File: src/tcf_pkg.sv
package tcf_pkg;

   localparam int CORDIC_ITERATIONS_DEF = 16;
   localparam int ITER_W                = 5;
   localparam int SQRT_STEPS            = 16;

   localparam int CSR_INDEX_W = 3;
   localparam int CSR_DATA_W  = 20;

   localparam logic [CSR_INDEX_W-1:0] CSR_BLEND_WEIGHT     = 3'd0;
   localparam logic [CSR_INDEX_W-1:0] CSR_STEP_TIME        = 3'd1;
   localparam logic [CSR_INDEX_W-1:0] CSR_DRIVE_GAIN       = 3'd2;
   localparam logic [CSR_INDEX_W-1:0] CSR_GAIN_ROLL_ANGLE  = 3'd3;
   localparam logic [CSR_INDEX_W-1:0] CSR_GAIN_PITCH_ANGLE = 3'd4;
   localparam logic [CSR_INDEX_W-1:0] CSR_GAIN_ROLL_RATE   = 3'd5;
   localparam logic [CSR_INDEX_W-1:0] CSR_GAIN_PITCH_RATE  = 3'd6;

   localparam logic [15:0]        BLEND_WEIGHT_RST     = 16'd64225;
   localparam logic [15:0]        STEP_TIME_RST        = 16'd131;
   localparam logic [19:0]        DRIVE_GAIN_RST       = 20'd445370;
   localparam logic signed [15:0] GAIN_ROLL_ANGLE_RST  = -16'sd4724;
   localparam logic signed [15:0] GAIN_PITCH_ANGLE_RST = -16'sd5580;
   localparam logic signed [15:0] GAIN_ROLL_RATE_RST   = -16'sd487;
   localparam logic signed [15:0] GAIN_PITCH_RATE_RST  = -16'sd578;

   // angle accumulator in 2^-20 degree
   localparam int ZW = 30;
   localparam logic signed [ZW-1:0] ANG_HALF_TURN = 30'sd188743680;

   // product selects for the shared multiplier
   localparam logic [3:0] MS_AYAY   = 4'd0;
   localparam logic [3:0] MS_AZAZ   = 4'd1;
   localparam logic [3:0] MS_RR_ST  = 4'd2;
   localparam logic [3:0] MS_ROLD   = 4'd3;
   localparam logic [3:0] MS_G_GAM  = 4'd4;
   localparam logic [3:0] MS_AROLL  = 4'd5;
   localparam logic [3:0] MS_RP_ST  = 4'd6;
   localparam logic [3:0] MS_POLD   = 4'd7;
   localparam logic [3:0] MS_APITCH = 4'd8;
   localparam logic [3:0] MS_LRA    = 4'd9;
   localparam logic [3:0] MS_LPA    = 4'd10;
   localparam logic [3:0] MS_LRR    = 4'd11;
   localparam logic [3:0] MS_LPR    = 4'd12;
   localparam logic [3:0] MS_E_DG   = 4'd13;

   localparam logic [1:0] ACC_NONE = 2'd0;
   localparam logic [1:0] ACC_LOAD = 2'd1;
   localparam logic [1:0] ACC_ADD  = 2'd2;
   localparam logic [1:0] ACC_SUB  = 2'd3;

   typedef struct packed {
      logic signed [15:0] accel_x;
      logic signed [15:0] accel_y;
      logic signed [15:0] accel_z;
      logic signed [15:0] rate_roll;
      logic signed [15:0] rate_pitch;
      logic signed [15:0] target_roll;
      logic signed [15:0] target_pitch;
      logic [15:0]        base_thrust;
   } tcf_req_type;

   typedef struct packed {
      logic [15:0]        motor_drive;
      logic signed [15:0] roll_estimate;
      logic signed [15:0] pitch_estimate;
      logic               drive_clipped;
   } tcf_rsp_type;

   typedef struct packed {
      logic              load_req;
      logic              mul_en;
      logic [3:0]        mul_sel;
      logic [1:0]        acc_op;
      logic              init_pitch;
      logic              init_roll;
      logic              cordic_step;
      logic              sqrt_step;
      logic [ITER_W-1:0] iter;
      logic              save_pitch_z;
      logic              save_roll_z;
      logic              save_roll;
      logic              save_pitch;
      logic              finish;
   } tcf_cmd_type;

   typedef struct packed {
      logic out_free;
   } tcf_status_type;

   function automatic logic signed [ZW-1:0] atan_entry(input logic [ITER_W-1:0] i);
      logic signed [ZW-1:0] v;
      case (i)
         5'd0:    v = 30'sd47185920;
         5'd1:    v = 30'sd27855475;
         5'd2:    v = 30'sd14718068;
         5'd3:    v = 30'sd7471121;
         5'd4:    v = 30'sd3750058;
         5'd5:    v = 30'sd1876857;
         5'd6:    v = 30'sd938658;
         5'd7:    v = 30'sd469357;
         5'd8:    v = 30'sd234682;
         5'd9:    v = 30'sd117342;
         5'd10:   v = 30'sd58671;
         5'd11:   v = 30'sd29335;
         5'd12:   v = 30'sd14668;
         5'd13:   v = 30'sd7334;
         5'd14:   v = 30'sd3667;
         5'd15:   v = 30'sd1833;
         5'd16:   v = 30'sd917;
         5'd17:   v = 30'sd458;
         5'd18:   v = 30'sd229;
         5'd19:   v = 30'sd115;
         5'd20:   v = 30'sd57;
         5'd21:   v = 30'sd29;
         5'd22:   v = 30'sd14;
         5'd23:   v = 30'sd7;
         default: v = '0;
      endcase
      return v;
   endfunction

endpackage

File: src/tilt_complementary_filter_lqr.sv
// Channel   Direction  Handshake             Payload
// req_      in         req_valid/req_stall   tcf_req_type (accel, gyro rates, targets, thrust)
// rsp_      out        rsp_valid/rsp_stall   tcf_rsp_type (drive, estimates, clip flag)
// csr_      in         csr_wen               csr_index, csr_wdata
//
// One request is in work at a time; its processing time is set by the two passes
// of the iterative CORDIC unit and the shared multiplier.
// The square root runs alongside the pitch CORDIC pass.
// Synchronous reset restores the register defaults and zeroes both angle estimates.
// A stalled result waits in the output register; the next request is taken meanwhile.
module tilt_complementary_filter_lqr import tcf_pkg::*; #(
   parameter int CORDIC_ITERATIONS = CORDIC_ITERATIONS_DEF
) (
   input  logic                   clock,
   input  logic                   reset,
   input  logic                   req_valid,
   output logic                   req_stall,
   input  tcf_req_type            req_data,
   output logic                   rsp_valid,
   input  logic                   rsp_stall,
   output tcf_rsp_type            rsp_data,
   input  logic                   csr_wen,
   input  logic [CSR_INDEX_W-1:0] csr_index,
   input  logic [CSR_DATA_W-1:0]  csr_wdata
);

   tcf_cmd_type    cmd;
   tcf_status_type status;

   tcf_ctrl #(
      .CORDIC_ITERATIONS (CORDIC_ITERATIONS)
   ) u_ctrl (
      .clock     (clock),
      .reset     (reset),
      .req_valid (req_valid),
      .req_stall (req_stall),
      .cmd       (cmd),
      .status    (status)
   );

   tcf_dp u_dp (
      .clock     (clock),
      .reset     (reset),
      .req_data  (req_data),
      .csr_wen   (csr_wen),
      .csr_index (csr_index),
      .csr_wdata (csr_wdata),
      .cmd       (cmd),
      .status    (status),
      .rsp_valid (rsp_valid),
      .rsp_stall (rsp_stall),
      .rsp_data  (rsp_data)
   );

`ifndef SYNTH
   a_busy_after_accept: assert property (@(posedge clock) disable iff (reset)
      (req_valid && !req_stall) |=> req_stall)
      else $error("request accepted while previous one in work");

   a_result_from_work: assert property (@(posedge clock) disable iff (reset)
      $rose(rsp_valid) |-> $past(req_stall))
      else $error("result appeared without a request in work");

   a_clip_at_limit: assert property (@(posedge clock) disable iff (reset)
      (rsp_valid && rsp_data.drive_clipped) |->
         (rsp_data.motor_drive == 16'hFFFF || rsp_data.motor_drive == 16'h0000))
      else $error("clip flag set with drive inside range");
`endif

endmodule

File: src/tcf_ctrl.sv
module tcf_ctrl import tcf_pkg::*; #(
   parameter int CORDIC_ITERATIONS = CORDIC_ITERATIONS_DEF
) (
   input  logic           clock,
   input  logic           reset,
   input  logic           req_valid,
   output logic           req_stall,
   output tcf_cmd_type    cmd,
   input  tcf_status_type status
);

   localparam int LOOP_LEN = (CORDIC_ITERATIONS > SQRT_STEPS) ? CORDIC_ITERATIONS : SQRT_STEPS;

   localparam logic [4:0] ST_IDLE  = 5'd0;
   localparam logic [4:0] ST_SQ_A  = 5'd1;
   localparam logic [4:0] ST_SQ_B  = 5'd2;
   localparam logic [4:0] ST_SQ_C  = 5'd3;
   localparam logic [4:0] ST_PI    = 5'd4;
   localparam logic [4:0] ST_PRUN  = 5'd5;
   localparam logic [4:0] ST_PSAVE = 5'd6;
   localparam logic [4:0] ST_RI    = 5'd7;
   localparam logic [4:0] ST_RRUN  = 5'd8;
   localparam logic [4:0] ST_RSAVE = 5'd9;
   localparam logic [4:0] ST_B1    = 5'd10;
   localparam logic [4:0] ST_B2    = 5'd11;
   localparam logic [4:0] ST_B3    = 5'd12;
   localparam logic [4:0] ST_B4    = 5'd13;
   localparam logic [4:0] ST_B5    = 5'd14;
   localparam logic [4:0] ST_B6    = 5'd15;
   localparam logic [4:0] ST_B7    = 5'd16;
   localparam logic [4:0] ST_C2    = 5'd17;
   localparam logic [4:0] ST_C3    = 5'd18;
   localparam logic [4:0] ST_C4    = 5'd19;
   localparam logic [4:0] ST_C5    = 5'd20;
   localparam logic [4:0] ST_C6    = 5'd21;
   localparam logic [4:0] ST_C7    = 5'd22;
   localparam logic [4:0] ST_L2    = 5'd23;
   localparam logic [4:0] ST_L3    = 5'd24;
   localparam logic [4:0] ST_L4    = 5'd25;
   localparam logic [4:0] ST_L5    = 5'd26;
   localparam logic [4:0] ST_L6    = 5'd27;
   localparam logic [4:0] ST_L7    = 5'd28;
   localparam logic [4:0] ST_DONE  = 5'd29;

   logic [4:0]        state_ff, state_in;
   logic [ITER_W-1:0] iter_ff, iter_in;

   assign req_stall = (state_ff != ST_IDLE);

   always_comb begin
      state_in = state_ff;
      iter_in  = iter_ff;
      cmd      = '0;
      cmd.iter = iter_ff;
      case (state_ff)
         ST_IDLE: begin
            if (req_valid) begin
               cmd.load_req = 1'b1;
               state_in     = ST_SQ_A;
            end
         end
         ST_SQ_A: begin
            cmd.mul_en  = 1'b1;
            cmd.mul_sel = MS_AYAY;
            state_in    = ST_SQ_B;
         end
         ST_SQ_B: begin
            cmd.acc_op  = ACC_LOAD;
            cmd.mul_en  = 1'b1;
            cmd.mul_sel = MS_AZAZ;
            state_in    = ST_SQ_C;
         end
         ST_SQ_C: begin
            cmd.acc_op = ACC_ADD;
            state_in   = ST_PI;
         end
         ST_PI: begin
            cmd.init_pitch = 1'b1;
            iter_in        = '0;
            state_in       = ST_PRUN;
         end
         ST_PRUN: begin
            // square root runs alongside the pitch angle
            cmd.sqrt_step   = (iter_ff < ITER_W'(SQRT_STEPS));
            cmd.cordic_step = (iter_ff < ITER_W'(CORDIC_ITERATIONS));
            iter_in         = iter_ff + 1'b1;
            if (iter_ff == ITER_W'(LOOP_LEN - 1)) begin
               state_in = ST_PSAVE;
            end
         end
         ST_PSAVE: begin
            cmd.save_pitch_z = 1'b1;
            state_in         = ST_RI;
         end
         ST_RI: begin
            cmd.init_roll = 1'b1;
            iter_in       = '0;
            state_in      = ST_RRUN;
         end
         ST_RRUN: begin
            cmd.cordic_step = 1'b1;
            iter_in         = iter_ff + 1'b1;
            if (iter_ff == ITER_W'(CORDIC_ITERATIONS - 1)) begin
               state_in = ST_RSAVE;
            end
         end
         ST_RSAVE: begin
            cmd.save_roll_z = 1'b1;
            state_in        = ST_B1;
         end
         ST_B1: begin
            cmd.mul_en  = 1'b1;
            cmd.mul_sel = MS_RR_ST;
            state_in    = ST_B2;
         end
         ST_B2: begin
            cmd.acc_op  = ACC_LOAD;
            cmd.mul_en  = 1'b1;
            cmd.mul_sel = MS_ROLD;
            state_in    = ST_B3;
         end
         ST_B3: begin
            cmd.acc_op = ACC_ADD;
            state_in   = ST_B4;
         end
         ST_B4: begin
            cmd.mul_en  = 1'b1;
            cmd.mul_sel = MS_G_GAM;
            state_in    = ST_B5;
         end
         ST_B5: begin
            cmd.acc_op  = ACC_LOAD;
            cmd.mul_en  = 1'b1;
            cmd.mul_sel = MS_AROLL;
            state_in    = ST_B6;
         end
         ST_B6: begin
            cmd.acc_op = ACC_ADD;
            state_in   = ST_B7;
         end
         ST_B7: begin
            cmd.save_roll = 1'b1;
            cmd.mul_en    = 1'b1;
            cmd.mul_sel   = MS_RP_ST;
            state_in      = ST_C2;
         end
         ST_C2: begin
            cmd.acc_op  = ACC_LOAD;
            cmd.mul_en  = 1'b1;
            cmd.mul_sel = MS_POLD;
            state_in    = ST_C3;
         end
         ST_C3: begin
            cmd.acc_op = ACC_ADD;
            state_in   = ST_C4;
         end
         ST_C4: begin
            cmd.mul_en  = 1'b1;
            cmd.mul_sel = MS_G_GAM;
            state_in    = ST_C5;
         end
         ST_C5: begin
            cmd.acc_op  = ACC_LOAD;
            cmd.mul_en  = 1'b1;
            cmd.mul_sel = MS_APITCH;
            state_in    = ST_C6;
         end
         ST_C6: begin
            cmd.acc_op = ACC_ADD;
            state_in   = ST_C7;
         end
         ST_C7: begin
            cmd.save_pitch = 1'b1;
            cmd.mul_en     = 1'b1;
            cmd.mul_sel    = MS_LRA;
            state_in       = ST_L2;
         end
         ST_L2: begin
            cmd.acc_op  = ACC_LOAD;
            cmd.mul_en  = 1'b1;
            cmd.mul_sel = MS_LPA;
            state_in    = ST_L3;
         end
         ST_L3: begin
            cmd.acc_op  = ACC_ADD;
            cmd.mul_en  = 1'b1;
            cmd.mul_sel = MS_LRR;
            state_in    = ST_L4;
         end
         ST_L4: begin
            cmd.acc_op  = ACC_SUB;
            cmd.mul_en  = 1'b1;
            cmd.mul_sel = MS_LPR;
            state_in    = ST_L5;
         end
         ST_L5: begin
            cmd.acc_op = ACC_SUB;
            state_in   = ST_L6;
         end
         ST_L6: begin
            cmd.mul_en  = 1'b1;
            cmd.mul_sel = MS_E_DG;
            state_in    = ST_L7;
         end
         ST_L7: begin
            cmd.acc_op = ACC_LOAD;
            state_in   = ST_DONE;
         end
         ST_DONE: begin
            // hold until the output register can take the result
            if (status.out_free) begin
               cmd.finish = 1'b1;
               state_in   = ST_IDLE;
            end
         end
         default: begin
            state_in = ST_IDLE;
         end
      endcase
   end

   always_ff @(posedge clock) begin
      if (reset) begin
         state_ff <= ST_IDLE;
         iter_ff  <= '0;
      end else begin
         state_ff <= state_in;
         iter_ff  <= iter_in;
      end
   end

endmodule

File: src/tcf_dp.sv
module tcf_dp import tcf_pkg::*; (
   input  logic                   clock,
   input  logic                   reset,
   input  tcf_req_type            req_data,
   input  logic                   csr_wen,
   input  logic [CSR_INDEX_W-1:0] csr_index,
   input  logic [CSR_DATA_W-1:0]  csr_wdata,
   input  tcf_cmd_type            cmd,
   output tcf_status_type         status,
   output logic                   rsp_valid,
   input  logic                   rsp_stall,
   output tcf_rsp_type            rsp_data
);

   tcf_req_type req_ff;

   logic [15:0]        blend_ff, step_ff;
   logic [19:0]        dgain_ff;
   logic signed [15:0] gra_ff, gpa_ff, grr_ff, gpr_ff;

   logic signed [56:0] prod_ff;
   logic signed [57:0] acc_ff;

   logic signed [27:0]   cx_ff, cy_ff;
   logic signed [ZW-1:0] cz_ff;
   logic                 czero_ff;
   logic [31:0]          rem_ff, res_ff, bit_ff;

   logic signed [ZW-1:0] aroll_ff, apitch_ff;
   logic signed [15:0]   roll_ff, pitch_ff;

   tcf_rsp_type rsp_ff;
   logic        rsp_valid_ff;

   // ---------------- shared multiplier ----------------
   logic signed [35:0] mul_a;
   logic signed [20:0] mul_b;
   logic signed [56:0] mul_p;
   logic [16:0]        gam_c;
   logic signed [16:0] diff_r, diff_p;

   assign gam_c  = 17'h10000 - {1'b0, blend_ff};
   assign diff_r = $signed({req_ff.target_roll[15], req_ff.target_roll})
                 - $signed({roll_ff[15], roll_ff});
   assign diff_p = $signed({req_ff.target_pitch[15], req_ff.target_pitch})
                 - $signed({pitch_ff[15], pitch_ff});

   always_comb begin
      mul_a = '0;
      mul_b = '0;
      case (cmd.mul_sel)
         MS_AYAY: begin
            mul_a = 36'($signed(req_ff.accel_y));
            mul_b = 21'($signed(req_ff.accel_y));
         end
         MS_AZAZ: begin
            mul_a = 36'($signed(req_ff.accel_z));
            mul_b = 21'($signed(req_ff.accel_z));
         end
         MS_RR_ST: begin
            mul_a = 36'($signed(req_ff.rate_roll));
            mul_b = $signed({5'd0, step_ff});
         end
         MS_ROLD: begin
            mul_a = 36'(roll_ff);
            mul_b = 21'sd8192;
         end
         MS_G_GAM: begin
            mul_a = acc_ff[35:0];
            mul_b = $signed({5'd0, blend_ff});
         end
         MS_AROLL: begin
            mul_a = 36'(aroll_ff);
            mul_b = $signed({4'd0, gam_c});
         end
         MS_RP_ST: begin
            mul_a = 36'($signed(req_ff.rate_pitch));
            mul_b = $signed({5'd0, step_ff});
         end
         MS_POLD: begin
            mul_a = 36'(pitch_ff);
            mul_b = 21'sd8192;
         end
         MS_APITCH: begin
            mul_a = 36'(apitch_ff);
            mul_b = $signed({4'd0, gam_c});
         end
         MS_LRA: begin
            mul_a = 36'(diff_r);
            mul_b = 21'(gra_ff);
         end
         MS_LPA: begin
            mul_a = 36'(diff_p);
            mul_b = 21'(gpa_ff);
         end
         MS_LRR: begin
            mul_a = 36'($signed({req_ff.rate_roll, 3'b000}));
            mul_b = 21'(grr_ff);
         end
         MS_LPR: begin
            mul_a = 36'($signed({req_ff.rate_pitch, 3'b000}));
            mul_b = 21'(gpr_ff);
         end
         MS_E_DG: begin
            mul_a = acc_ff[35:0];
            mul_b = $signed({1'b0, dgain_ff});
         end
         default: begin
            mul_a = '0;
            mul_b = '0;
         end
      endcase
   end

   assign mul_p = mul_a * mul_b;

   // ---------------- square root ----------------
   logic [32:0] sq_trial;
   assign sq_trial = {1'b0, res_ff} + {1'b0, bit_ff};

   // ---------------- CORDIC ----------------
   logic signed [16:0]   ci_x, ci_y, ci_xa, ci_ya;
   logic signed [ZW-1:0] ci_z;
   logic signed [27:0]   cxs, cys;
   logic signed [ZW-1:0] c_atan, cz_res;

   always_comb begin
      if (cmd.init_roll) begin
         ci_x = $signed({1'b0, res_ff[15:0]});
         ci_y = -$signed({req_ff.accel_x[15], req_ff.accel_x});
      end else begin
         ci_x = $signed({req_ff.accel_z[15], req_ff.accel_z});
         ci_y = $signed({req_ff.accel_y[15], req_ff.accel_y});
      end
      // turn a vector on the negative x side by half a turn first
      if (ci_x[16]) begin
         ci_xa = -ci_x;
         ci_ya = -ci_y;
         ci_z  = ci_y[16] ? -ANG_HALF_TURN : ANG_HALF_TURN;
      end else begin
         ci_xa = ci_x;
         ci_ya = ci_y;
         ci_z  = '0;
      end
   end

   assign cxs    = cx_ff >>> cmd.iter;
   assign cys    = cy_ff >>> cmd.iter;
   assign c_atan = atan_entry(cmd.iter);
   assign cz_res = czero_ff ? '0 : cz_ff;

   // ---------------- rounding and saturation ----------------
   logic signed [57:0] ang_rnd;
   logic signed [28:0] ang_q;
   logic signed [15:0] ang_sat;

   assign ang_rnd = acc_ff + 58'sd268435456;
   assign ang_q   = ang_rnd[57:29];

   always_comb begin
      if (ang_q > 29'sd32767) begin
         ang_sat = 16'sh7FFF;
      end else if (ang_q < -29'sd32768) begin
         ang_sat = 16'sh8000;
      end else begin
         ang_sat = ang_q[15:0];
      end
   end

   logic signed [57:0] eff_rnd;
   logic signed [36:0] effort;
   logic signed [37:0] drive;
   logic [15:0]        drive_sat;
   logic               drive_clip;

   assign eff_rnd = acc_ff + 58'sd1048576;
   assign effort  = eff_rnd[57:21];
   assign drive   = 38'(effort) + $signed({22'd0, req_ff.base_thrust});

   always_comb begin
      if (drive > 38'sd65535) begin
         drive_sat  = 16'hFFFF;
         drive_clip = 1'b1;
      end else if (drive < 38'sd0) begin
         drive_sat  = 16'h0000;
         drive_clip = 1'b1;
      end else begin
         drive_sat  = drive[15:0];
         drive_clip = 1'b0;
      end
   end

   // ---------------- control state ----------------
   always_ff @(posedge clock) begin
      if (reset) begin
         blend_ff     <= BLEND_WEIGHT_RST;
         step_ff      <= STEP_TIME_RST;
         dgain_ff     <= DRIVE_GAIN_RST;
         gra_ff       <= GAIN_ROLL_ANGLE_RST;
         gpa_ff       <= GAIN_PITCH_ANGLE_RST;
         grr_ff       <= GAIN_ROLL_RATE_RST;
         gpr_ff       <= GAIN_PITCH_RATE_RST;
         roll_ff      <= '0;
         pitch_ff     <= '0;
         rsp_valid_ff <= 1'b0;
      end else begin
         if (csr_wen) begin
            case (csr_index)
               CSR_BLEND_WEIGHT:     blend_ff <= csr_wdata[15:0];
               CSR_STEP_TIME:        step_ff  <= csr_wdata[15:0];
               CSR_DRIVE_GAIN:       dgain_ff <= csr_wdata;
               CSR_GAIN_ROLL_ANGLE:  gra_ff   <= $signed(csr_wdata[15:0]);
               CSR_GAIN_PITCH_ANGLE: gpa_ff   <= $signed(csr_wdata[15:0]);
               CSR_GAIN_ROLL_RATE:   grr_ff   <= $signed(csr_wdata[15:0]);
               CSR_GAIN_PITCH_RATE:  gpr_ff   <= $signed(csr_wdata[15:0]);
               default: ;
            endcase
         end
         if (cmd.save_roll) begin
            roll_ff <= ang_sat;
         end
         if (cmd.save_pitch) begin
            pitch_ff <= ang_sat;
         end
         if (cmd.finish) begin
            rsp_valid_ff <= 1'b1;
         end else if (!rsp_stall) begin
            rsp_valid_ff <= 1'b0;
         end
      end
   end

   // ---------------- payload ----------------
   always_ff @(posedge clock) begin
      if (cmd.load_req) begin
         req_ff <= req_data;
      end
      if (cmd.mul_en) begin
         prod_ff <= mul_p;
      end
      case (cmd.acc_op)
         ACC_LOAD: acc_ff <= 58'(prod_ff);
         ACC_ADD:  acc_ff <= acc_ff + 58'(prod_ff);
         ACC_SUB:  acc_ff <= acc_ff - 58'(prod_ff);
         default:  ;
      endcase
      if (cmd.init_pitch) begin
         rem_ff <= acc_ff[31:0];
         res_ff <= '0;
         bit_ff <= 32'h4000_0000;
      end else if (cmd.sqrt_step) begin
         if ({1'b0, rem_ff} >= sq_trial) begin
            rem_ff <= rem_ff - sq_trial[31:0];
            res_ff <= (res_ff >> 1) + bit_ff;
         end else begin
            res_ff <= res_ff >> 1;
         end
         bit_ff <= bit_ff >> 2;
      end
      if (cmd.init_pitch || cmd.init_roll) begin
         cx_ff    <= $signed({{3{ci_xa[16]}}, ci_xa, 8'd0});
         cy_ff    <= $signed({{3{ci_ya[16]}}, ci_ya, 8'd0});
         cz_ff    <= ci_z;
         czero_ff <= (ci_x == 17'sd0) && (ci_y == 17'sd0);
      end else if (cmd.cordic_step) begin
         if (cy_ff[27]) begin
            cx_ff <= cx_ff - cys;
            cy_ff <= cy_ff + cxs;
            cz_ff <= cz_ff - c_atan;
         end else begin
            cx_ff <= cx_ff + cys;
            cy_ff <= cy_ff - cxs;
            cz_ff <= cz_ff + c_atan;
         end
      end
      if (cmd.save_pitch_z) begin
         apitch_ff <= cz_res;
      end
      if (cmd.save_roll_z) begin
         aroll_ff <= cz_res;
      end
      if (cmd.finish) begin
         rsp_ff.motor_drive    <= drive_sat;
         rsp_ff.roll_estimate  <= roll_ff;
         rsp_ff.pitch_estimate <= pitch_ff;
         rsp_ff.drive_clipped  <= drive_clip;
      end
   end

   assign status.out_free = !rsp_valid_ff || !rsp_stall;
   assign rsp_valid       = rsp_valid_ff;
   assign rsp_data        = rsp_ff;

endmodule
File: config.mk
export PLATFORM = sky130hd
export DESIGN_NAME = tilt_complementary_filter_lqr
export DESIGN_NICKNAME = d
export VERILOG_FILES = /design/src/tcf_pkg.sv /design/src/tilt_complementary_filter_lqr.sv /design/src/tcf_ctrl.sv /design/src/tcf_dp.sv
export SDC_FILE = /design/constraint.sdc
export NUM_CORES = 2
export LEC_CHECK = 0
export BUFFER_PORTS_ARGS = -buffer_cell sky130_fd_sc_hd__buf_2
export CORE_MARGIN = 1
export CORE_UTILIZATION = 60
export CTS_CLUSTER_DIAMETER = 80
export DETAILED_ROUTE_END_ITERATION = 7
export PLACE_DENSITY_LB_ADDON = 0.15
export RECOVER_POWER = 50
export SETUP_SLACK_MARGIN = 0.02
export SLEW_MARGIN = 20
export SYNTH_ARGS = -nofsm -noshare
export SYNTH_HDL_FRONTEND = slang
export SYNTH_SLANG_ARGS = --single-unit
File: constraint.sdc
create_clock -name clock -period 13.7 [get_ports clock]
set_clock_uncertainty 0.05 [all_clocks]
set_input_delay 2.74 -clock clock [delete_from_list [all_inputs] [get_ports clock]]
set_output_delay 2.74 -clock clock [all_outputs]
set_load 0.03 [all_outputs]
# Word-level counts from Yosys, hierarchy flattened
# Memory sizes are Yosys's and may differ from the RTL's. A register that Yosys moved wholly into a read port is not among the register bits.
# Index checks and enable logic that the tools add are counted.
# Widths: inputs -> output; s select.
[totals] regBits=678 mem_bits_ro=832 out_inout_bits=51 elab_cells=211 memories=1
[op_classes] add_sub_neg=21 multipliers=1 n_lt_le_gt_ge=6 eq_ne=57 shift=2 mux=51 reduce_logical=35
[mem_list] name="(no name shown)" depth=32 width=26 read_ports=1 rd_ports_with_merged_regs=1 wr=0 line_no="tcf_pkg.sv:92" source="case (i)"
[op_table] op="$pmux 36 s13" n=1
[op_table] op="$pmux 21 s11" n=1
[op_table] op="$mux 30" n=6
[op_table] op="$pmux 58 s3" n=1
[op_table] op="$mux 28" n=6
[op_table] op="$pmux 5 s30" n=1
[op_table] op="$mux 32" n=4
[op_table] op="$eq 5x5->1 const B" n=14
[op_table] op="$pmux 5 s14" n=1
[op_table] op="$mux 17" n=4
[op_table] op="$add 58x22->58 const B" n=1
[op_table] op="$add 58x30->58 const B" n=1
[op_table] op="$add 58x57->58" n=1
[op_table] op="$sub 58x57->58" n=1
[op_table] op="$mul 36x21->57" n=1
[op_table] op="$add 28x28->28" n=2
[op_table] op="$sshr 28x5->28" n=2
[op_table] op="$sub 28x28->28" n=2
[op_table] op="$mux 16" n=3
[op_table] op="$eq 5x4->1 const B" n=9
[op_table] op="$add 37x17->38" n=1
[op_table] op="$gt 38x17->1 const B" n=1
[op_table] op="$lt 38x1->1 const B" n=1
[op_table] op="$logic_not 17->1" n=2
[op_table] op="47 further kinds" n=106

# Logic depth before layout (Yosys ltp)
[logic_depth] word_depth=7 depth_mapped=42 depth_no_buf=40

# By module
# Synthesis repeated with hierarchy kept, for this count alone.
[unflattened] cells_unflattened=8522 hier_area_um2=75597.5
[by_module_without_submodules] mod="tcf_dp" instances=1 cells_each=8370 area_per_inst_um2=74546.5 seq_area_each_um2=17927.2
[by_module_without_submodules] mod="tcf_ctrl" instances=1 cells_each=152 area_per_inst_um2=1051.0 seq_area_each_um2=200.2

# Worst setup path before layout
# No wires, ideal clock.
[synth_timing] path_type="flip-flop to flip-flop" start="register u_dp.pitch_ff[0]" end="register u_dp.prod_ff[53], data pin" arrival_ns=9.527 required_time_ns=13.392 path_slack_ns=3.865 path_stages_with_launch=40 n_path_buf=3 period_less_slack_ns=9.835 path_cell_list="dfxtp_1 -> ha_1 -> fa_1 -> nor2b_1 -> o21ai_0 -> a21boi_0 -> o211ai_1 -> a21boi_0 -> o21ai_0 -> a21boi_0 -> o21ai_0 -> a31o_2 -> clkbuf_1 -> clkbuf_1 -> nor3_1 -> nor2_1 -> fa_1 -> inv_1 -> [4 not listed] -> fa_1 -> fa_1 -> inv_1 -> fa_1 -> inv_1 -> ha_1 -> clkbuf_1 -> a21o_1 -> a21o_1 -> a21oi_1 -> nand2b_1 -> a211oi_1 -> a211oi_1 -> o21ai_1 -> a2111oi_0 -> o31ai_1 -> a21oi_1 -> xnor2_1"
[synth_via] elab_chain_len=3
[synth_lines] element="start, declared" line_no="tcf_dp.sv:30" source="logic signed [15:0] roll_ff, pitch_ff;"
[synth_lines] element="start signal, assigned" line_no="tcf_dp.sv:223" source="pitch_ff <= ang_sat;"
[synth_lines] element="$sub 16x16->17" line_no="tcf_dp.sv:46" source="- $signed({pitch_ff[15], pitch_ff});"
[synth_lines] element="$pmux 36 s13 *" line_no="tcf_dp.sv:51" source="case (cmd.mul_sel)"
[synth_lines] element="$mul 36x21->57 *" line_no="tcf_dp.sv:115" source="assign mul_p = mul_a * mul_b;"
[synth_lines] element="via u_dp.mul_p[53]" line_no="tcf_dp.sv:38" source="logic signed [56:0] mul_p;"
[synth_lines] element="end signal, assigned" line_no="tcf_dp.sv:239" source="prod_ff <= mul_p;"
[synth_lines] element="end, declared" line_no="tcf_dp.sv:21" source="logic signed [56:0] prod_ff;"
# Mark *: on every way through the listed nets, which the timed path passes. The rest lies on a longest branch.
# A chain may end at the register's enable or synchronous reset.

# Worst setup path after layout
[layout_timing] start="register u_ctrl.state_ff[1]" end="register u_dp.prod_ff[53], data pin"
[layout_via] elab_chain_len=7
[layout_lines] element="start, declared" line_no="tcf_ctrl.sv:45" source="logic [4:0] state_ff, state_in;"
[layout_lines] element="start signal, assigned" line_no="tcf_ctrl.sv:227" source="state_ff <= state_in;"
[layout_lines] element="$eq 5x4->1 or $eq 5x5->1 (tied branches)" line_no="tcf_ctrl.sv:55" source="case (state_ff)"
[layout_lines] element="$reduce_or 2->1 (no source line)"
[layout_lines] element="$pmux 5 s14 *" line_no="tcf_ctrl.sv:55"
[layout_lines] element="$eq 4x3->1 (tied with other cells)" line_no="tcf_dp.sv:51"
[layout_lines] element="$reduce_or 2->1 (no source line)"
[layout_lines] element="$pmux 36 s13 or $pmux 21 s11 (tied branches)" line_no="tcf_dp.sv:51"
[layout_lines] element="$mul 36x21->57 *" line_no="tcf_dp.sv:115"
[layout_lines] element="via u_dp.mul_p[53]" line_no="tcf_dp.sv:38"
# Marked as above.

==> results_dict.tcl <==
set metrics [dict create \
    yosys_warnings 0 \
    fp-row-count 129 \
    syn_area_um2 75500 \
    io_pins 207 \
    cts_sinks 704 \
    grt_max_degree 121 \
    place_inst 10100 \
    fmax_ghz 0.0819 \
    holdBufCountCts 0 \
    final_common_cell "nand2_1" \
    rrSetupSlack_ns 1.49 \
    cp_max_fo 34 \
    max-slew-margin-rel_pct -145 \
    dr.pass1.iters 8 \
    slew_violations 814 \
    grt_pass1_wl_um 379000 \
    routed_wl_um 250000 \
    max_cap_viol_count 19 \
    reg2regPathDepth 34 \
    dieArea_um2 127000 \
    dp_hpwl_um 192000 \
    place_ws_ns 1.74 \
    syn_inst 8598 \
    hold_path_end "u_dp.gpa_ff[7]$_SDFFE_PP0P_" \
    fin_nets 9908 \
    status "finished, violations left" \
    fin_cells 10300 \
    critical-path-slowest-cell "a221oi_1" \
    tns_ns 0 \
    drc 14 \
    cts_resized 0 \
    cp_data_arrival_time_ns 12.61 \
    fillCellCount 10500 \
    htree_num_levels 3 \
    cts_tree "yes" \
    drt_iter0_drc 7818 \
    cts_root_buf "clkbuf_16" \
    period_minus_slack_ns 12.21 \
    synth-async-reset-ratio_pct 0 \
    synth_seq_cells 704 \
    syn_nets 9920 \
    setup_slack_ns 1.49 \
    yosys.area.top_type "fa_1" \
    core_um2 124000 \
    hold_viol 0 \
    clk_path_buf_depth 3 \
    crit_required_ns 14.09 \
    rr_startpoint "u_ctrl.state_ff[1]$_SDFFE_PP0P_" \
    crit_top_cell "fa_1" \
    startpoint_type "register" \
    grt_use_total_pct 39.2 \
    postCtsSetupRepairBufs 0 \
    final_cell_mix "1186 x nand2_1, 1096 x inv_1, 752 x fa_1, 691 x nor2_1, 521 x a21oi_1" \
    clk_pin_slew_worst_paths_ns 0.06 \
    antenna_found_initial 21 \
    synthTopCellsByArea "fa_1 20%, edfxtp_1 18%, ha_1 6.9%" \
    crit_type "register to register" \
    worst_slew_pin_slew_ns 3.67 \
    viasPerCell 6.32 \
    hold_start "u_dp.gpa_ff[7]$_SDFFE_PP0P_" \
    ys_seq_area_share_pct 24.7 \
    ant_nets 0 \
    grt-ovfl-total 0 \
    synth.avg_cell_area_um2 8.78 \
    synth_edf_count 455 \
    min_period_over_period_pct 89.2 \
    report.final.setup_viol 0 \
    drive_above_1_share_pct 7.24 \
    rr_endpoint "u_dp.prod_ff[53]$_DFFE_PN_" \
    min_path_cells 2 \
    portBuffers 206 \
    vias 65200 \
    grt_pass1_vias 63000 \
    hp-class "register to register" \
    finalWeightedCongestion 1.05 \
    die_w_um 357 \
    holdWs_ns 0.405 \
    die_y_um 357 \
    yosysTopAreaCellShare_pct 19.9 \
    violations "DRC, capacitance limit, slew limit" \
    crit_path_end_kind "register" \
    initial_utilization_pct 60.8 \
    yosys_most_used_dff "edfxtp_1" \
    wl_per_cell_um 24.3 \
    cpPeakStageDelay_ns 0.91 \
    cts-buffers-inserted 85 \
    synth_cell_types 104 \
    clk-insertion-delay-late_ns 0.71 \
    rsz0062_at_grt "false" \
    area_delta_synth_final_pct 7.27 \
]
## cells in the mapped netlist, types with 126 or more instances
cell type  count
nand2_1     1186
inv_1       1097
fa_1         752
nor2_1       702
a21oi_1      527
edfxtp_1     455
ha_1         414
clkbuf_1     367
o21ai_0      324
xnor2_1      307
dfxtp_1      249
xor2_1       194
nor3_1       158
a21o_1       126
## critical path, delay by kind of cell (launching register included)
family,cells,cell delay (ns)
AOI/OAI and AO/OA,12,3.62
xor gates and xnor gates,1,0.09
adders and majority gates,8,4.04
buffers and inverters,5,0.46
DFF,1,0.79
and+or+nand+nor,8,2.87
## worst max-delay path by stage
| stage | startpoint | to | slack, ns |
|---|---|---|---|
| after CTS | u_ctrl.state_ff[1]$_SDFFE_PP0P_ | u_dp.prod_ff[53]$_DFFE_PN_ | 1.71 |
| after floorplan | u_dp.pitch_ff[0]$_SDFFE_PP0P_ | u_dp.prod_ff[53]$_DFFE_PN_ | 3.86 |
| after global placement | u_ctrl.state_ff[1]$_SDFFE_PP0P_ | u_dp.prod_ff[53]$_DFFE_PN_ | 1.79 |
| final | u_ctrl.state_ff[1]$_SDFFE_PP0P_ | u_dp.prod_ff[53]$_DFFE_PN_ | 1.49 |
| after detailed placement | u_ctrl.state_ff[1]$_SDFFE_PP0P_ | u_dp.prod_ff[53]$_DFFE_PN_ | 1.74 |
| after global routing | u_ctrl.state_ff[1]$_SDFFE_PP0P_ | u_dp.prod_ff[53]$_DFFE_PN_ | 0.97 |
## layout make-up
class                   count  area (um^2)  area share [%]
flip-flops and latches    704        18700            23.0
multi-input cells        6376        51300            63.4
well taps                1637         2050            2.53
diodes                     12         30.0          0.0371
repair buffers            321         1820            2.25
clock buffers             104         2280            2.81
inverters                1098         4120            5.09
clock inverters            56          716           0.884
## state kept, by name (all words and copies together) (netlist names), 26 cells and up
register	count
u_dp.acc_ff	58
u_dp.c_atan	26
u_dp.req_ff	128
u_dp.cx_ff	28
u_dp.res_ff	32
u_dp.rsp_data	49
u_dp.apitch_ff	30
u_dp.prod_ff	57
u_dp.aroll_ff	30
u_dp.cy_ff	28
u_dp.cz_ff	30
u_dp.rem_ff	32
## layer usage
layer	GRT usage [%]	up-vias	share of wire (%)
met3	11.3	679	13
met1	53.2	31600	40
li1	-	29100	-
met4	17.6	16	5.2
met5	0	-	0.040
met2	58.1	3773	42
## cell families after synthesis
kind of cell	count (synthesis)	share of synthesized area, %
AND/OR/NAND/NOR	2855	17.4
flip-flops	704	24.7
adder cells (fa/ha/maj)	1166	26.8
multiplexers	141	3.00
buffers and inverters	1518	7.65
XOR/XNOR	501	5.81
AO/OA/AOI/OAI	1713	14.6
## per-stage QoR
stage | cell area (um^2) | utilization [%]
final | 81000 | 65.2
after global placement | 78000 | 62.8
after detailed placement | 78000 | 62.8
after CTS | 81000 | 65.2
after floorplan | 75500 | -
after global routing | 81000 | 65.1
Power is not shown: default switching activity piles up to over one toggle a cycle in this logic, so the estimate is an artifact.
